===== src/design/msfd_pkg.sv =====
`timescale 1ns / 1ps
// ----------------------------------------------------------------------------
// msfd_pkg: shared types and codes of the multi-session frame deframer
// Request and result payloads, parse phase codes, kind codes and register
// indexes.
// ----------------------------------------------------------------------------
package msfd_pkg;

  // Item operation codes
  localparam logic OP_BYTE  = 1'b0;
  localparam logic OP_CLOSE = 1'b1;

  // Result kind codes
  localparam logic [1:0] KIND_OPTION = 2'd0;
  localparam logic [1:0] KIND_DATA   = 2'd1;
  localparam logic [1:0] KIND_EMPTY  = 2'd2;

  // Configuration register indexes
  localparam int CFG_IDX_W = 1;
  localparam logic [CFG_IDX_W-1:0] REG_SYNC_FIRST  = 1'b0;
  localparam logic [CFG_IDX_W-1:0] REG_SYNC_SECOND = 1'b1;

  localparam logic [7:0] SYNC_FIRST_RST  = 8'hfe;
  localparam logic [7:0] SYNC_SECOND_RST = 8'hef;

  // Per-session parse phase
  typedef enum logic [2:0] {
    PH_HUNT1  = 3'd0,
    PH_HUNT2  = 3'd1,
    PH_OLEN_H = 3'd2,
    PH_OLEN_L = 3'd3,
    PH_OPTION = 3'd4,
    PH_DLEN_H = 3'd5,
    PH_DLEN_L = 3'd6,
    PH_DATA   = 3'd7
  } phase_t;

  // One entry of the session state memory
  typedef struct packed {
    phase_t      phase;
    logic [7:0]  len_high;
    logic [15:0] remaining;
  } sess_state_t;

  typedef struct packed {
    logic       op;
    logic [3:0] session;
    logic [7:0] value;
  } item_t;

  typedef struct packed {
    logic [3:0] out_session;
    logic [1:0] kind;
    logic [7:0] payload;
    logic       frame_end;
  } result_t;

endpackage


===== src/design/multi_session_length_frame_deframer.sv =====
`timescale 1ns / 1ps
// ----------------------------------------------------------------------------
// multi_session_length_frame_deframer: per-session sync/length frame parser
// Session state lives in one synchronous memory, read at request accept and
// written back from the update stage, with forwarding of the last write.
// ----------------------------------------------------------------------------
// Usage:
//   item channel   : item_valid / item_stall / item. Each request is a received
//                    byte for a session, or a close that sends that session's
//                    parser back to hunting the first sync byte.
//   result channel : result_valid / result_stall / result. Zero or one result
//                    per request: an option byte, a data byte (frame_end on
//                    the last) or an empty frame-end marker.
//   config channel : cfg_valid / cfg_ready / cfg_index / cfg_data, always
//                    ready. Write only while the block is idle.
// Path: an accepted request reads its entry from memory into the update
//   stage, which then loads its result into the output register, where it
//   can be taken; a full, stalled output register holds the update stage.
// Throughput: one request per cycle for any session pattern, unless a result
//   waits on result_stall; the memory read/write-back pair is forwarded so
//   back-to-back requests to the same session do not wait.
// Reset: all sessions return to hunting at once (per-entry valid bits), and
//   the sync bytes go to 0xfe / 0xef. No clearing pass is needed.
// Stall: while result_stall holds a full output register, a request that
//   produces a result waits in the update stage and item_stall rises;
//   requests without a result keep flowing.
// ----------------------------------------------------------------------------
module multi_session_length_frame_deframer
  import msfd_pkg::*;
#(
  parameter int SESSIONS = 16
) (
  input  logic                 clk,
  input  logic                 rst,
  input  logic                 item_valid,
  output logic                 item_stall,
  input  item_t                item,
  output logic                 result_valid,
  input  logic                 result_stall,
  output result_t              result,
  input  logic                 cfg_valid,
  output logic                 cfg_ready,
  input  logic [CFG_IDX_W-1:0] cfg_index,
  input  logic [7:0]           cfg_data
);

  localparam int SIDX_W = (SESSIONS > 1) ? $clog2(SESSIONS) : 1;

  // Configuration registers
  logic [7:0] sync_first;
  logic [7:0] sync_second;

  // State memory and its valid bits
  sess_state_t               sess_mem [SESSIONS];
  logic [SESSIONS-1:0]       sess_vld;

  // Request side
  logic                      acc;
  logic [SIDX_W+3:0]         sess_wide;
  logic [SIDX_W-1:0]         rd_addr;
  logic                      rd_in_range;

  // Update stage
  logic                      s1_valid;
  item_t                     s1_item;
  logic [SIDX_W-1:0]         s1_addr;
  logic                      s1_in_range;
  logic                      s1_vld;
  sess_state_t               rdata;
  logic                      fwd_hit;
  sess_state_t               fwd_data;
  logic                      s1_adv;

  sess_state_t               cur;
  sess_state_t               state_next;
  logic                      res_en;
  result_t                   res;
  logic [15:0]               len16;
  logic                      wr_en;

  assign cfg_ready = 1'b1;

  always_ff @(posedge clk) begin
    if (rst) begin
      sync_first  <= SYNC_FIRST_RST;
      sync_second <= SYNC_SECOND_RST;
    end else if (cfg_valid && cfg_ready) begin
      case (cfg_index)
        REG_SYNC_FIRST:  sync_first  <= cfg_data;
        REG_SYNC_SECOND: sync_second <= cfg_data;
        default: ;
      endcase
    end
  end

  // Map the session field onto the memory address; drop sessions past depth.
  assign sess_wide   = {{SIDX_W{1'b0}}, item.session};
  assign rd_addr     = sess_wide[SIDX_W-1:0];
  assign rd_in_range = (32'(item.session) < SESSIONS);

  // Advance the update stage unless its result would land on a full,
  // stalled output register.
  assign s1_adv     = !(s1_in_range && res_en) || !result_valid || !result_stall;
  assign item_stall = s1_valid && !s1_adv;
  assign acc        = item_valid && !item_stall;
  assign wr_en      = s1_valid && s1_adv && s1_in_range;

  // Memory: read at accept, write back from the update stage.
  always_ff @(posedge clk) begin
    if (acc) begin
      rdata <= sess_mem[rd_addr];
    end
    if (wr_en) begin
      sess_mem[s1_addr] <= state_next;
    end
  end

  // Valid bits, update stage control and forwarding register.
  always_ff @(posedge clk) begin
    if (rst) begin
      sess_vld <= '0;
      s1_valid <= 1'b0;
      fwd_hit  <= 1'b0;
    end else begin
      if (wr_en) begin
        sess_vld[s1_addr] <= 1'b1;
      end
      if (acc) begin
        s1_valid <= 1'b1;
        // Read and write of the same entry at this edge: the read sees old
        // data, so take the written word instead.
        fwd_hit  <= wr_en && (s1_addr == rd_addr);
      end else if (s1_adv) begin
        s1_valid <= 1'b0;
      end
    end
  end

  always_ff @(posedge clk) begin
    if (acc) begin
      s1_item     <= item;
      s1_addr     <= rd_addr;
      s1_in_range <= rd_in_range;
      s1_vld      <= sess_vld[rd_addr];
      fwd_data    <= state_next;
    end
  end

  // Current entry: forwarded word, stored word, or hunting for a fresh entry.
  always_comb begin
    cur = rdata;
    if (fwd_hit) begin
      cur = fwd_data;
    end else if (!s1_vld) begin
      cur.phase = PH_HUNT1;
    end
  end

  assign len16 = {cur.len_high, s1_item.value};

  // Parse step for one request of a session: a received byte or a close.
  always_comb begin
    state_next      = cur;
    res_en          = 1'b0;
    res.out_session = s1_item.session;
    res.kind        = KIND_OPTION;
    res.payload     = s1_item.value;
    res.frame_end   = 1'b0;
    if (s1_item.op == OP_CLOSE) begin
      state_next.phase = PH_HUNT1;
    end else begin
      case (cur.phase)
        PH_HUNT1: begin
          if (s1_item.value == sync_first) begin
            state_next.phase = PH_HUNT2;
          end
        end
        PH_HUNT2: begin
          state_next.phase = (s1_item.value == sync_second) ? PH_OLEN_H : PH_HUNT1;
        end
        PH_OLEN_H: begin
          state_next.len_high = s1_item.value;
          state_next.phase    = PH_OLEN_L;
        end
        PH_OLEN_L: begin
          state_next.remaining = len16;
          state_next.phase     = (len16 != 16'd0) ? PH_OPTION : PH_DLEN_H;
        end
        PH_OPTION: begin
          res_en = 1'b1;
          if (cur.remaining <= 16'd1) begin
            state_next.remaining = 16'd0;
            state_next.phase     = PH_DLEN_H;
          end else begin
            state_next.remaining = cur.remaining - 16'd1;
          end
        end
        PH_DLEN_H: begin
          state_next.len_high = s1_item.value;
          state_next.phase    = PH_DLEN_L;
        end
        PH_DLEN_L: begin
          state_next.remaining = len16;
          if (len16 == 16'd0) begin
            state_next.phase = PH_HUNT1;
            res_en           = 1'b1;
            res.kind         = KIND_EMPTY;
            res.payload      = 8'd0;
            res.frame_end    = 1'b1;
          end else begin
            state_next.phase = PH_DATA;
          end
        end
        PH_DATA: begin
          res_en   = 1'b1;
          res.kind = KIND_DATA;
          if (cur.remaining <= 16'd1) begin
            state_next.remaining = 16'd0;
            state_next.phase     = PH_HUNT1;
            res.frame_end        = 1'b1;
          end else begin
            state_next.remaining = cur.remaining - 16'd1;
          end
        end
        default: begin
          state_next.phase = PH_HUNT1;
        end
      endcase
    end
  end

  // Output register: drop on take, load when the update stage advances with a result.
  always_ff @(posedge clk) begin
    if (rst) begin
      result_valid <= 1'b0;
    end else begin
      if (result_valid && !result_stall) begin
        result_valid <= 1'b0;
      end
      if (wr_en && res_en) begin
        result_valid <= 1'b1;
      end
    end
  end

  always_ff @(posedge clk) begin
    if (wr_en && res_en) begin
      result <= res;
    end
  end

  // Checks
  a_stall_needs_stage: assert property (@(posedge clk) disable iff (rst)
    item_stall |-> s1_valid)
    else $error("item_stall raised with an empty update stage");

  a_empty_marker: assert property (@(posedge clk) disable iff (rst)
    (result_valid && result.kind == KIND_EMPTY) |->
      (result.payload == 8'd0 && result.frame_end))
    else $error("empty frame marker with payload or without frame_end");

  a_option_no_end: assert property (@(posedge clk) disable iff (rst)
    (result_valid && result.kind == KIND_OPTION) |-> !result.frame_end)
    else $error("option byte flagged as frame end");

  a_fwd_from_write: assert property (@(posedge clk) disable iff (rst)
    $rose(fwd_hit) |-> $past(wr_en))
    else $error("forwarding set without a write-back");

  a_kind_legal: assert property (@(posedge clk) disable iff (rst)
    result_valid |-> (result.kind <= KIND_EMPTY))
    else $error("result kind out of range");

endmodule

===== config.mk =====
export PLATFORM = sky130hd
export DESIGN_NAME = multi_session_length_frame_deframer
export DESIGN_NICKNAME = d
export VERILOG_FILES = /design/src/design/msfd_pkg.sv /design/src/design/multi_session_length_frame_deframer.sv
export SDC_FILE = /design/constraint.sdc
export NUM_CORES = 1
export LEC_CHECK = 0
export BUFFER_PORTS_ARGS = -buffer_cell sky130_fd_sc_hd__buf_2
export CAP_MARGIN = 20
export CORE_MARGIN = 1
export CORE_UTILIZATION = 50
export DETAILED_ROUTE_END_ITERATION = 8
export GPL_TIMING_DRIVEN = 0
export PLACE_DENSITY = 0.72
export SYNTH_ARGS = -nofsm -noshare
export SYNTH_HDL_FRONTEND = slang
export SYNTH_SLANG_ARGS = --single-unit

===== constraint.sdc =====
create_clock -name clk -period 5.7 [get_ports clk]
set_clock_uncertainty 0.2 [all_clocks]
set_input_delay 0.855 -clock clk [delete_from_list [all_inputs] [get_ports clk]]
set_output_delay 0.855 -clock clk [all_outputs]
set_load 0.1 [all_outputs]

==> results of run 1 <==
[cells by family (layout without fill, tap and decap cells)]
kind of cell,after synthesis,in the layout
AOI/OAI and AO/OA,115,115
xor gates and xnor gates,22,22
other,1,1
and+or+nand+nor,162,162
buffers and inverters,88,278
adders and majority gates,2,2
DFF,550,550
muxes,172,172
[cells in the mapped netlist (5+ instances only)]
cell	count	area, um^2
a211o_1	8	70.1
a21oi_1	19	95.1
a31oi_1	7	43.8
and2_1	5	31.3
and3_1	9	56.3
buf_1	11	41.3
buf_2	11	55.1
clkbuf_1	41	154
dfxtp_1	35	701
edfxtp_1	515	15500
inv_1	23	86.3
mux2_2	19	214
mux2i_1	13	130
mux4_2	140	3150
nand2_1	37	139
nand2b_1	8	50.1
nand3_1	8	40.0
nand3b_1	10	75.1
nand4_1	6	37.5
nor2_1	26	97.6
nor3_1	15	75.1
nor4_1	9	56.3
o211ai_1	8	60.1
o21ai_0	8	40.0
o221ai_1	5	43.8
o22ai_1	20	125
xnor2_1	9	78.8
xor2_1	13	114
[cell usage in the layout (no fill, tap or decap), types with 9 or more instances in the layout]
| cell type | count |
|---|---|
| edfxtp_1 | 515 |
| mux4_2 | 140 |
| buf_2 | 55 |
| clkbuf_16 | 55 |
| clkbuf_1 | 47 |
| nand2_1 | 37 |
| dfxtp_1 | 35 |
| inv_1 | 23 |
| o22ai_1 | 20 |
| a21oi_1 | 19 |
| mux2_2 | 19 |
| buf_4 | 18 |
| clkinv_1 | 18 |
| nor2_1 | 14 |
| buf_6 | 13 |
| xor2_1 | 13 |
| mux2i_1 | 13 |
| nor2_4 | 12 |
| nor3_1 | 11 |
| buf_1 | 11 |
| nand3b_1 | 10 |
| nor4_1 | 9 |
| and3_1 | 9 |
| xnor2_1 | 9 |
| clkinv_2 | 9 |
[registers in the layout, summed over array words and instances, names as in the netlist]
register,flops
s1_item,1
fwd_data,27
s1_vld,1
rdata,27
s1_addr,4
fwd_hit,1
result_valid,1
s1_valid,1
result,15
len16,8
sess_mem,432
sync_first,8
sess_vld,16
sync_second,8
[layout make-up]
class	count	area [um^2]	share of cell area [%]
inverters	23	86.3	0.340
repair buffers	90	848	3.34
clock inverters	39	297	1.17
flip-flops and latches	550	16200	63.7
multi-input cells	474	5580	22.0
well taps	585	732	2.88
clock buffers	61	1400	5.51
plain buffers	65	269	1.06
[critical path, cell delays in order (launching register included)]
cell	delay, ns
dfxtp_1	0.36
buf_2	0.26
buf_2	0.27
buf_1	0.59
clkbuf_1	0.60
mux2i_1	0.38
ha_1	0.39
inv_1	0.12
o32ai_2	0.50
nand4_1	0.24
o22ai_1	0.23
a221o_1	0.58
[report_power, final]
part	leakage (nW)	internal, mW	switching, mW
Clock	0.827	1.94	1.49
Combinational	2.24	0.208	0.330
Sequential	5.00	4.56	0.0516
[metal layers]
layer / global-route usage [%] / share of wire, % / vias to the layer above
met2: 37.5 / 49 / 455
met4: 7.87 / 2.5 / 0
met5: 0 / 0 / -
met3: 3.37 / 6.5 / 76
li1: - / - / 4917
met1: 32.0 / 42 / 5875
[how the worst min path moves through the flow]
| stage | from | endpoint | slack (ns) | cells past startpoint |
|---|---|---|---|---|
| 6_report | item[1] | len16[1] | 0.23 | 1 |
| 5_1_grt | item[2] | len16[2] | 0.22 | 1 |
| 4_1_cts | item[12] | s1_item[12] | 0.21 | 1 |
| 3_5_place_dp | s1_addr[3] | result[14] | 0.23 | 0 |
| 3_3_place_gp | s1_addr[3] | result[14] | 0.23 | 0 |
| 2_1_floorplan | s1_addr[0] | result[11] | 0.22 | 0 |
==> flow_metrics.py, run 1 <==
metrics = {
    "status": {
        "outcome": "complete, no violations",
    },
    "detailed_routing": {
        "antenna_left": 0,
        "wire_per_inst_um": 26.5,
        "drtPass1Iterations": 6,
        "num_vias": 11300,
        "drtIter0Drc": 1470,
        "drc": 0,
        "avgViaCountPerCell": 6.00,
        "wirelength_um": 49900,
    },
    "clock_network": {
        "clkTransAtPathRegs_ns": 0.06,
        "cts.sinks": 550,
        "root_buffer": "clkbuf_16",
        "htree_num_levels": 2,
        "postCtsSetupBuffers": 0,
        "cts_tree": "done",
        "worstSkewPairLatency_ns": 0.60,
        "cts_buffer_depth": 3,
        "cts_resized": 0,
        "holdBufCountCts": 0,
        "cts_buffers": 54,
    },
    "placed_design": {
        "place_hpwl_um": 33400,
        "dp.cells": 1772,
        "gp_congestion": 0.932,
        "io_buffers": 43,
        "placed_area_mm2": 0.0235,
        "place_ws_ns": 0.259,
    },
    "layout": {
        "utilization_pct": 58.8,
        "num-fill-cells": 3090,
        "fin_nets": 1287,
        "drive_gt1_share_pct": 28.4,
        "num_antenna_cells": 0,
        "fin_area_mm2": 0.0254,
        "instances_no_fill": 1887,
        "syn2layout_area_growth_pct": 15.5,
    },
    "floorplan": {
        "io_pins": 45,
        "design.core.area_mm2": 0.0432,
        "start_util_pct": 50.9,
        "dieArea_mm2": 0.0448,
        "rows": 76,
        "die_w_um": 212,
        "die_h_um": 212,
    },
    "power": {
        "p_leak_nw": 8.07,
        "p_per_area_mw_per_mm2": 338,
        "ir_worst_vdd_mv": 0.206,
        "total_power_mw": 8.58,
    },
    "synth": {
        "synth_adder_area_share_pct": 0.114,
        "synth_compound_area_share_pct": 3.75,
        "synth-simple-area-share_pct": 4.08,
        "netlist_area_mm2": 0.0220,
        "synthFlopType": "edfxtp_1",
        "synthXorXnorAreaFrac_pct": 0.877,
        "synthMuxAreaShare_pct": 15.9,
        "synthesis.nets": 1141,
        "yosysWarnings": 0,
        "ys_async_sr_fraction_pct": 0,
        "syn_inst": 1112,
        "synthDistinctLibCells": 68,
        "synth_top_family_by_area": "multiplexers",
        "synth_edf_count": 515,
        "synth.avg_cell_area_um2": 19.7,
        "ys_ff_latch": 550,
        "synth_seq_area_share_pct": 73.6,
    },
    "flow_run": {
        "maxCapViolCount": 0,
    },
    "grt": {
        "grt_pass1_vias": 11600,
        "gr-usage-all-layers_pct": 23.0,
        "grt_overflow": 0,
        "antenna_found_initial": 0,
        "grt_pass1_wl_um": 74100,
        "grt_start_max_net_pins": 38,
    },
    "worst_setup_path": {
        "crit_start": "fwd_hit",
        "r2r_end": "sess_mem[4][12]",
        "critPathCapture": "sess_mem[4][12]",
        "crit_path_end_kind": "flip-flop",
        "rrSetupSlack_ns": 0.67,
        "crit_arrival_ns": 5.13,
        "required_ns": 5.80,
        "ff2ff_path_depth": 11,
        "path_class": "flip-flop to flip-flop",
        "start_kind": "flip-flop",
        "r2r_start": "fwd_hit",
        "crit_fanout": 17,
    },
    "worst_hold_path": {
        "hp-class": "input pin to flip-flop",
    },
    "sta": {
        "drv_slew": 0,
        "max_slew.worst_pin.slew_ns": 1.08,
        "layout_setup_ws_ns": 0.667,
        "rsz0062_at_grt": "no",
        "hold-worst-slack_ns": 0.229,
        "finalHoldViolations": 0,
        "final-setup-viol-count": 0,
        "fin_setup_tns_ns": 0,
        "clock.fmax_mhz": 199,
        "finalCritPeriodShare_pct": 88.3,
        "relSlewSlack_pct": 28.3,
        "period_minus_slack_ns": 5.03,
    },
}
Note: power is estimated with default switching activity, not from simulation.
==> run 2, diff against run 1 <==
PLACE_DENSITY = 0.74   (was 0.72)
clock period = 4.2 ns   (was 5.7 ns; I/O delays follow)
==> run 2 against run 1 <==
  * Hold slack got worse by 0.22 ns
  * Clock-buffer cell count increased by 8
  * Total power grew 36%
  * Critical path type unchanged
  * Clock power rose by 35%
  * Register-to-register slack got worse by 0.58 ns
  * Critical path depth down 1
==> flow_metrics.py, run 2 (synthesis gave the netlist of run 1 again) <==
metrics = {
    "status": {
        "outcome": "complete, no violations",
    },
    "worst_setup_path": {
        "crit_arrival_ns": 4.21,
        "cpMaxStageDelayCell": "a221o_2",
        "start_kind": "flip-flop",
        "crit_top_cell": "buf_2",
        "path_cells": "buf_2 > buf_2 > buf_2 > clkbuf_4 > mux2i_1 > ha_1 > o21a_1 > a41oi_1 > clkbuf_1 > a221o_2",
        "required_ns": 4.29,
        "critPathTopFamily": "buffers and inverters",
        "crit_buf_inv": 5,
        "path_class": "flip-flop to flip-flop",
        "crit_path_end_kind": "flip-flop",
        "crit_fanout": 17,
        "max_stage_delay_ns": 0.58,
    },
    "floorplan": {
        "design.core.area_mm2": 0.0432,
        "io_pins": 45,
        "dieArea_mm2": 0.0448,
        "rows": 76,
        "die_w_um": 212,
        "start_util_pct": 50.9,
        "die_h_um": 212,
    },
    "grt": {
        "grt_start_max_net_pins": 38,
        "antenna_found_initial": 0,
        "grt_pass1_wl_um": 76500,
        "grt_overflow": 0,
        "grt_pass1_vias": 11800,
        "gr-usage-all-layers_pct": 23.8,
    },
    "sta": {
        "finalHoldViolations": 0,
        "fin_setup_tns_ns": 0,
        "finalCritPeriodShare_pct": 97.9,
        "relSlewSlack_pct": 28.5,
        "max_slew.worst_pin.slew_ns": 1.07,
        "final-setup-viol-count": 0,
        "drv_slew": 0,
        "clock.fmax_mhz": 243,
        "period_minus_slack_ns": 4.11,
        "rsz0062_at_grt": "no",
    },
    "layout": {
        "num_antenna_cells": 0,
        "final_cell_mix": "edfxtp_1, mux4_2, buf_2, clkbuf_16, clkbuf_1",
        "largest_reg_flops": 432,
        "num-fill-cells": 3066,
        "seq_area_mm2": 0.0162,
        "top_register": "sess_mem",
        "drive_gt1_share_pct": 29.1,
        "final_common_cell": "edfxtp_1",
        "syn2layout_area_growth_pct": 16.1,
        "fin_nets": 1286,
        "multiInputGateArea_mm2": 0.00562,
        "fin_area_mm2": 0.0255,
        "reg.largest.list": "sess_mem: 432 flops, fwd_data: 27 flops, rdata: 27 flops",
    },
    "clock_network": {
        "root_buffer": "clkbuf_16",
        "clkTransAtPathRegs_ns": 0.06,
        "cts_tree": "done",
        "worstSkewPairLatency_ns": 0.60,
        "htree_num_levels": 2,
        "cts_buffers": 53,
        "cts_buffer_depth": 3,
        "cts.sinks": 550,
    },
    "detailed_routing": {
        "drtIter0Drc": 1524,
        "wirelength_um": 51900,
        "drtPass1Iterations": 8,
        "wire_per_inst_um": 27.6,
        "antenna_left": 0,
        "num_vias": 11800,
        "drc": 0,
        "avgViaCountPerCell": 6.27,
    },
    "flow_run": {
        "maxCapViolCount": 0,
    },
    "placed_design": {
        "io_buffers": 43,
        "gp_congestion": 0.940,
        "placed_area_mm2": 0.0236,
        "place_hpwl_um": 33700,
    },
    "power": {
        "p_per_area_mw_per_mm2": 457,
        "ir_worst_vdd_mv": 0.328,
        "p_leak_nw": 8.12,
    },
    "worst_hold_path": {
        "hp-class": "input pin to flip-flop",
    },
}
[run 2: cell types whose count changed in the layout (fill, tap and decap cells not counted), sizes merged]
cell	previous run	this run
buf	114	112
bufinv	4	3
clkbuf	102	111
clkinv	30	24
clkinvlp	3	1
dlygate4sd3	0	1
inv	25	24
[run 2: per-layer routing]
metal | part of all wire [%] | vias up | GRT usage, %
li1 | - | 4917 | -
met5 | 0 | - | 0
met2 | 48 | 658 | 38.5
met3 | 8.2 | 118 | 3.96
met4 | 3.5 | 0 | 8.40
met1 | 40 | 6126 | 32.8
[run 2: repair_timing]
item                                    4_1_cts  5_1_grt
buffers inserted                              5        1
pin swaps                                     5        1
endpoints found under the hold margin         1        0
endpoints found under the setup margin      317      171
hold buffers                                  1        0
gates resized for setup                       8        8
[run 2: cell type report]
cell class,count,share of cell area [%]
inverters,23,0.339
clock buffers,69,5.65
plain buffers,65,1.08
well taps,585,2.87
flip-flops and latches,550,63.4
clock inverters,29,0.947
multi-input cells,474,22.0
repair buffers,90,3.66
[run 2: worst paths after layout]
check | startpoint | end | slack [ns] | depth (start not counted)
worst max-delay path | fwd_hit | sess_mem[4][13] | 0.09 | 10
worst min-delay path | item[7] | len16[7] | 0.01 | 1
worst max register to register | fwd_hit | sess_mem[4][13] | 0.09 | 10
worst min register to register | sess_vld[2] | sess_vld[2] | 0.27 | 2
[run 2: where the power goes]
group | internal [mW] | switching [mW]
Sequential | 6.19 | 0.0739
Combinational | 0.294 | 0.460
Clock | 2.61 | 2.02
[run 2: per-stage QoR]
stage	setup WS (ns)	util [%]	power, mW	hold slack, ns	cells
final	0.0889	59.0	11.6	0.0143	1885
after global routing	0.00280	59.0	12.0	0.00291	1885
after CTS	0.0129	58.7	11.7	0.000404	1876
after detailed placement	-0.997	54.6	7.08	0.262	1772
after global placement	-2.55	53.1	7.03	0.231	1740
after floorplan	0.132	-	6.81	0.224	1112
[run 2: worst register-to-register path: cells and delay by family, from the launching register on]
kind	cells	cell delay, ns
AO/OA/AOI/OAI	3	1.04
adder cells (fa/ha/maj)	1	0.36
buffers and inverters	5	1.50
flip-flops	1	0.34
multiplexers	1	0.35
==> run 3, diff against run 2 <==
PLACE_DENSITY = 0.67   (was 0.74)
==> run 3 against run 2 <==
  * Core utilization grew 0.30 points
  * Cell count is essentially flat
  * Flip-flop and latch count unchanged
  * Critical path depth is 2 lower
  * Maximum frequency is 2.3% higher
  * Die area unchanged
  * Worst setup slack better by 0.093 ns
  * Hold slack better by 0.024 ns
  * Global-route usage shrank 0.21 points
  * Largest cell class unchanged
==> flow_metrics.py, run 3 (synthesis gave the netlist of run 1 again) <==
metrics = {
    "status": {
        "outcome": "complete, no violations",
    },
    "sta": {
        "drv_slew": 0,
        "rsz0062_at_grt": "no",
        "fin_setup_tns_ns": 0,
        "final-setup-viol-count": 0,
        "period_minus_slack_ns": 4.02,
        "relSlewSlack_pct": 31.7,
        "finalCritPeriodShare_pct": 95.7,
        "clock.fmax_mhz": 249,
        "finalHoldViolations": 0,
        "hold-worst-slack_ns": 0.0384,
        "max_slew.worst_pin.slew_ns": 1.03,
    },
    "detailed_routing": {
        "drtPass1Iterations": 5,
        "antenna_left": 0,
        "num_vias": 11600,
        "avgViaCountPerCell": 6.17,
        "drc": 0,
        "drtIter0Drc": 1479,
        "wirelength_um": 51400,
        "wire_per_inst_um": 27.3,
    },
    "layout": {
        "final_cell_mix": "edfxtp_1, mux4_2, buf_2, clkbuf_16, clkbuf_1",
        "syn2layout_area_growth_pct": 16.6,
        "fin_nets": 1292,
        "reg.largest.list": "sess_mem: 432 flops, fwd_data: 27 flops, rdata: 27 flops",
        "top_register": "sess_mem",
        "largest_reg_flops": 432,
        "final_common_cell": "edfxtp_1",
        "drive_gt1_share_pct": 29.4,
    },
    "clock_network": {
        "root_buffer": "clkbuf_16",
        "cts_buffer_depth": 3,
        "cts.sinks": 550,
        "clkTransAtPathRegs_ns": 0.06,
        "worstSkewPairLatency_ns": 0.60,
        "cts_tree": "done",
        "cts_buffers": 54,
        "htree_num_levels": 2,
    },
    "grt": {
        "grt_pass1_vias": 11700,
        "antenna_found_initial": 1,
        "grt_start_max_net_pins": 65,
        "grt_overflow": 0,
        "gr-usage-all-layers_pct": 23.6,
        "grt_pass1_wl_um": 75400,
    },
    "power": {
        "p_per_area_mw_per_mm2": 462,
        "ir_worst_vdd_mv": 0.349,
        "p_leak_nw": 8.17,
        "total_power_mw": 11.8,
    },
    "placed_design": {
        "io_buffers": 43,
        "place_hpwl_um": 34100,
        "gp_congestion": 0.936,
    },
    "floorplan": {
        "dieArea_mm2": 0.0448,
        "die_w_um": 212,
        "start_util_pct": 50.9,
        "design.core.area_mm2": 0.0432,
        "rows": 76,
        "die_h_um": 212,
        "io_pins": 45,
    },
    "worst_setup_path": {
        "path_cells": "nor4_1 > o211ai_1 > nand4bb_1 > clkbuf_1 > inv_1 > o21ai_1 > nor2_1 > clkbuf_4",
        "required_ns": 3.37,
        "crit_path_end_kind": "primary output",
        "crit_start": "len16[5]",
        "max_stage_delay_ns": 0.65,
        "rrSetupSlack_ns": 0.18,
        "ff2ff_path_depth": 12,
        "r2r_end": "sess_mem[13][9]",
        "r2r_start": "fwd_hit",
        "crit_fanout": 7,
        "start_kind": "flip-flop",
        "crit_arrival_ns": 3.19,
        "cpMaxStageDelayCell": "edfxtp_1",
        "critPathCapture": "item_stall",
        "path_class": "flip-flop to primary output",
    },
    "flow_run": {
        "maxCapViolCount": 0,
    },
    "worst_hold_path": {
        "hp-class": "input pin to flip-flop",
    },
}
run 3: changes by cell type in the layout (fill, tap and decap cells not counted), moves of 2 or more:
cell           delta
clkinv_2          -4
bufinv_16         +4
clkbuf_1          -7
inv_6             +2
dlygate4sd3_1     +6
run 3: metal layers:
metal,vias to the layer above,wire length (um),track usage [%]
li1,4924,-,-
met1,6113,22100,33.3
met2,491,24100,36.5
met3,105,3410,4.12
met4,0,1830,9.77
met5,-,0,0
run 3: layout make-up:
class	count	area (um^2)
Antenna cell	1	2.50
Buffer	65	277
Clock buffer	62	1400
Clock inverter	29	323
Fill cell	3125	17600
Inverter	23	86.3
Multi-Input combinational cell	474	5650
Sequential cell	550	16200
Tap cell	585	732
Timing Repair Buffer	95	981
run 3: repair_timing:
action | in CTS | in global routing
setup endpoints to repair | 322 | 218
hold endpoints to repair | 7 | 0
buffers inserted | 4 | 0
cloned | 0 | 0
pin swaps | 4 | 0
gates resized for setup | 13 | 10
hold buffers | 7 | 0
run 3: worst max-delay path: cells and delay by family (launching register included):
family,cells,cell delay [ns]
compound gates,2,0.41
buf+inv,3,0.73
flops,1,0.65
simple gates,3,0.77
run 3: where the power goes:
group | total (mW) | leakage (nW) | switching [mW] | internal [mW]
sequential | 6.26 | 5.00 | 0.0698 | 6.19
clock | 4.81 | 0.848 | 2.00 | 2.80
combinational | 0.759 | 2.32 | 0.463 | 0.296
total | 11.8 | 8.17 | 2.54 | 9.29
run 3: worst min path at each step:
stage | cells past startpoint | from | slack (ns) | end
3_3_place_gp | 0 | s1_addr[3] | 0.23 | result[14]
2_1_floorplan | 0 | s1_addr[0] | 0.22 | result[11]
3_5_place_dp | 0 | s1_addr[3] | 0.24 | result[14]
6_report | 1 | item[6] | 0.04 | len16[6]
5_1_grt | 1 | item[6] | 0.02 | len16[6]
4_1_cts | 1 | item[6] | 0.001 | len16[6]
run 3: stage by stage:
| stage | area, um^2 | std cells | util, % | worst slack, ns |
|---|---|---|---|---|
| floorplan | 22000 | 1112 | - | 0.132 |
| global placement | 22900 | 1740 | 53.1 | -2.73 |
| detailed placement | 23600 | 1775 | 54.7 | -1.18 |
| CTS | 25500 | 1877 | 59.1 | 0.0150 |
| global route | 25600 | 1883 | 59.3 | 0.00105 |
| finish | 25600 | 1884 | 59.3 | 0.182 |
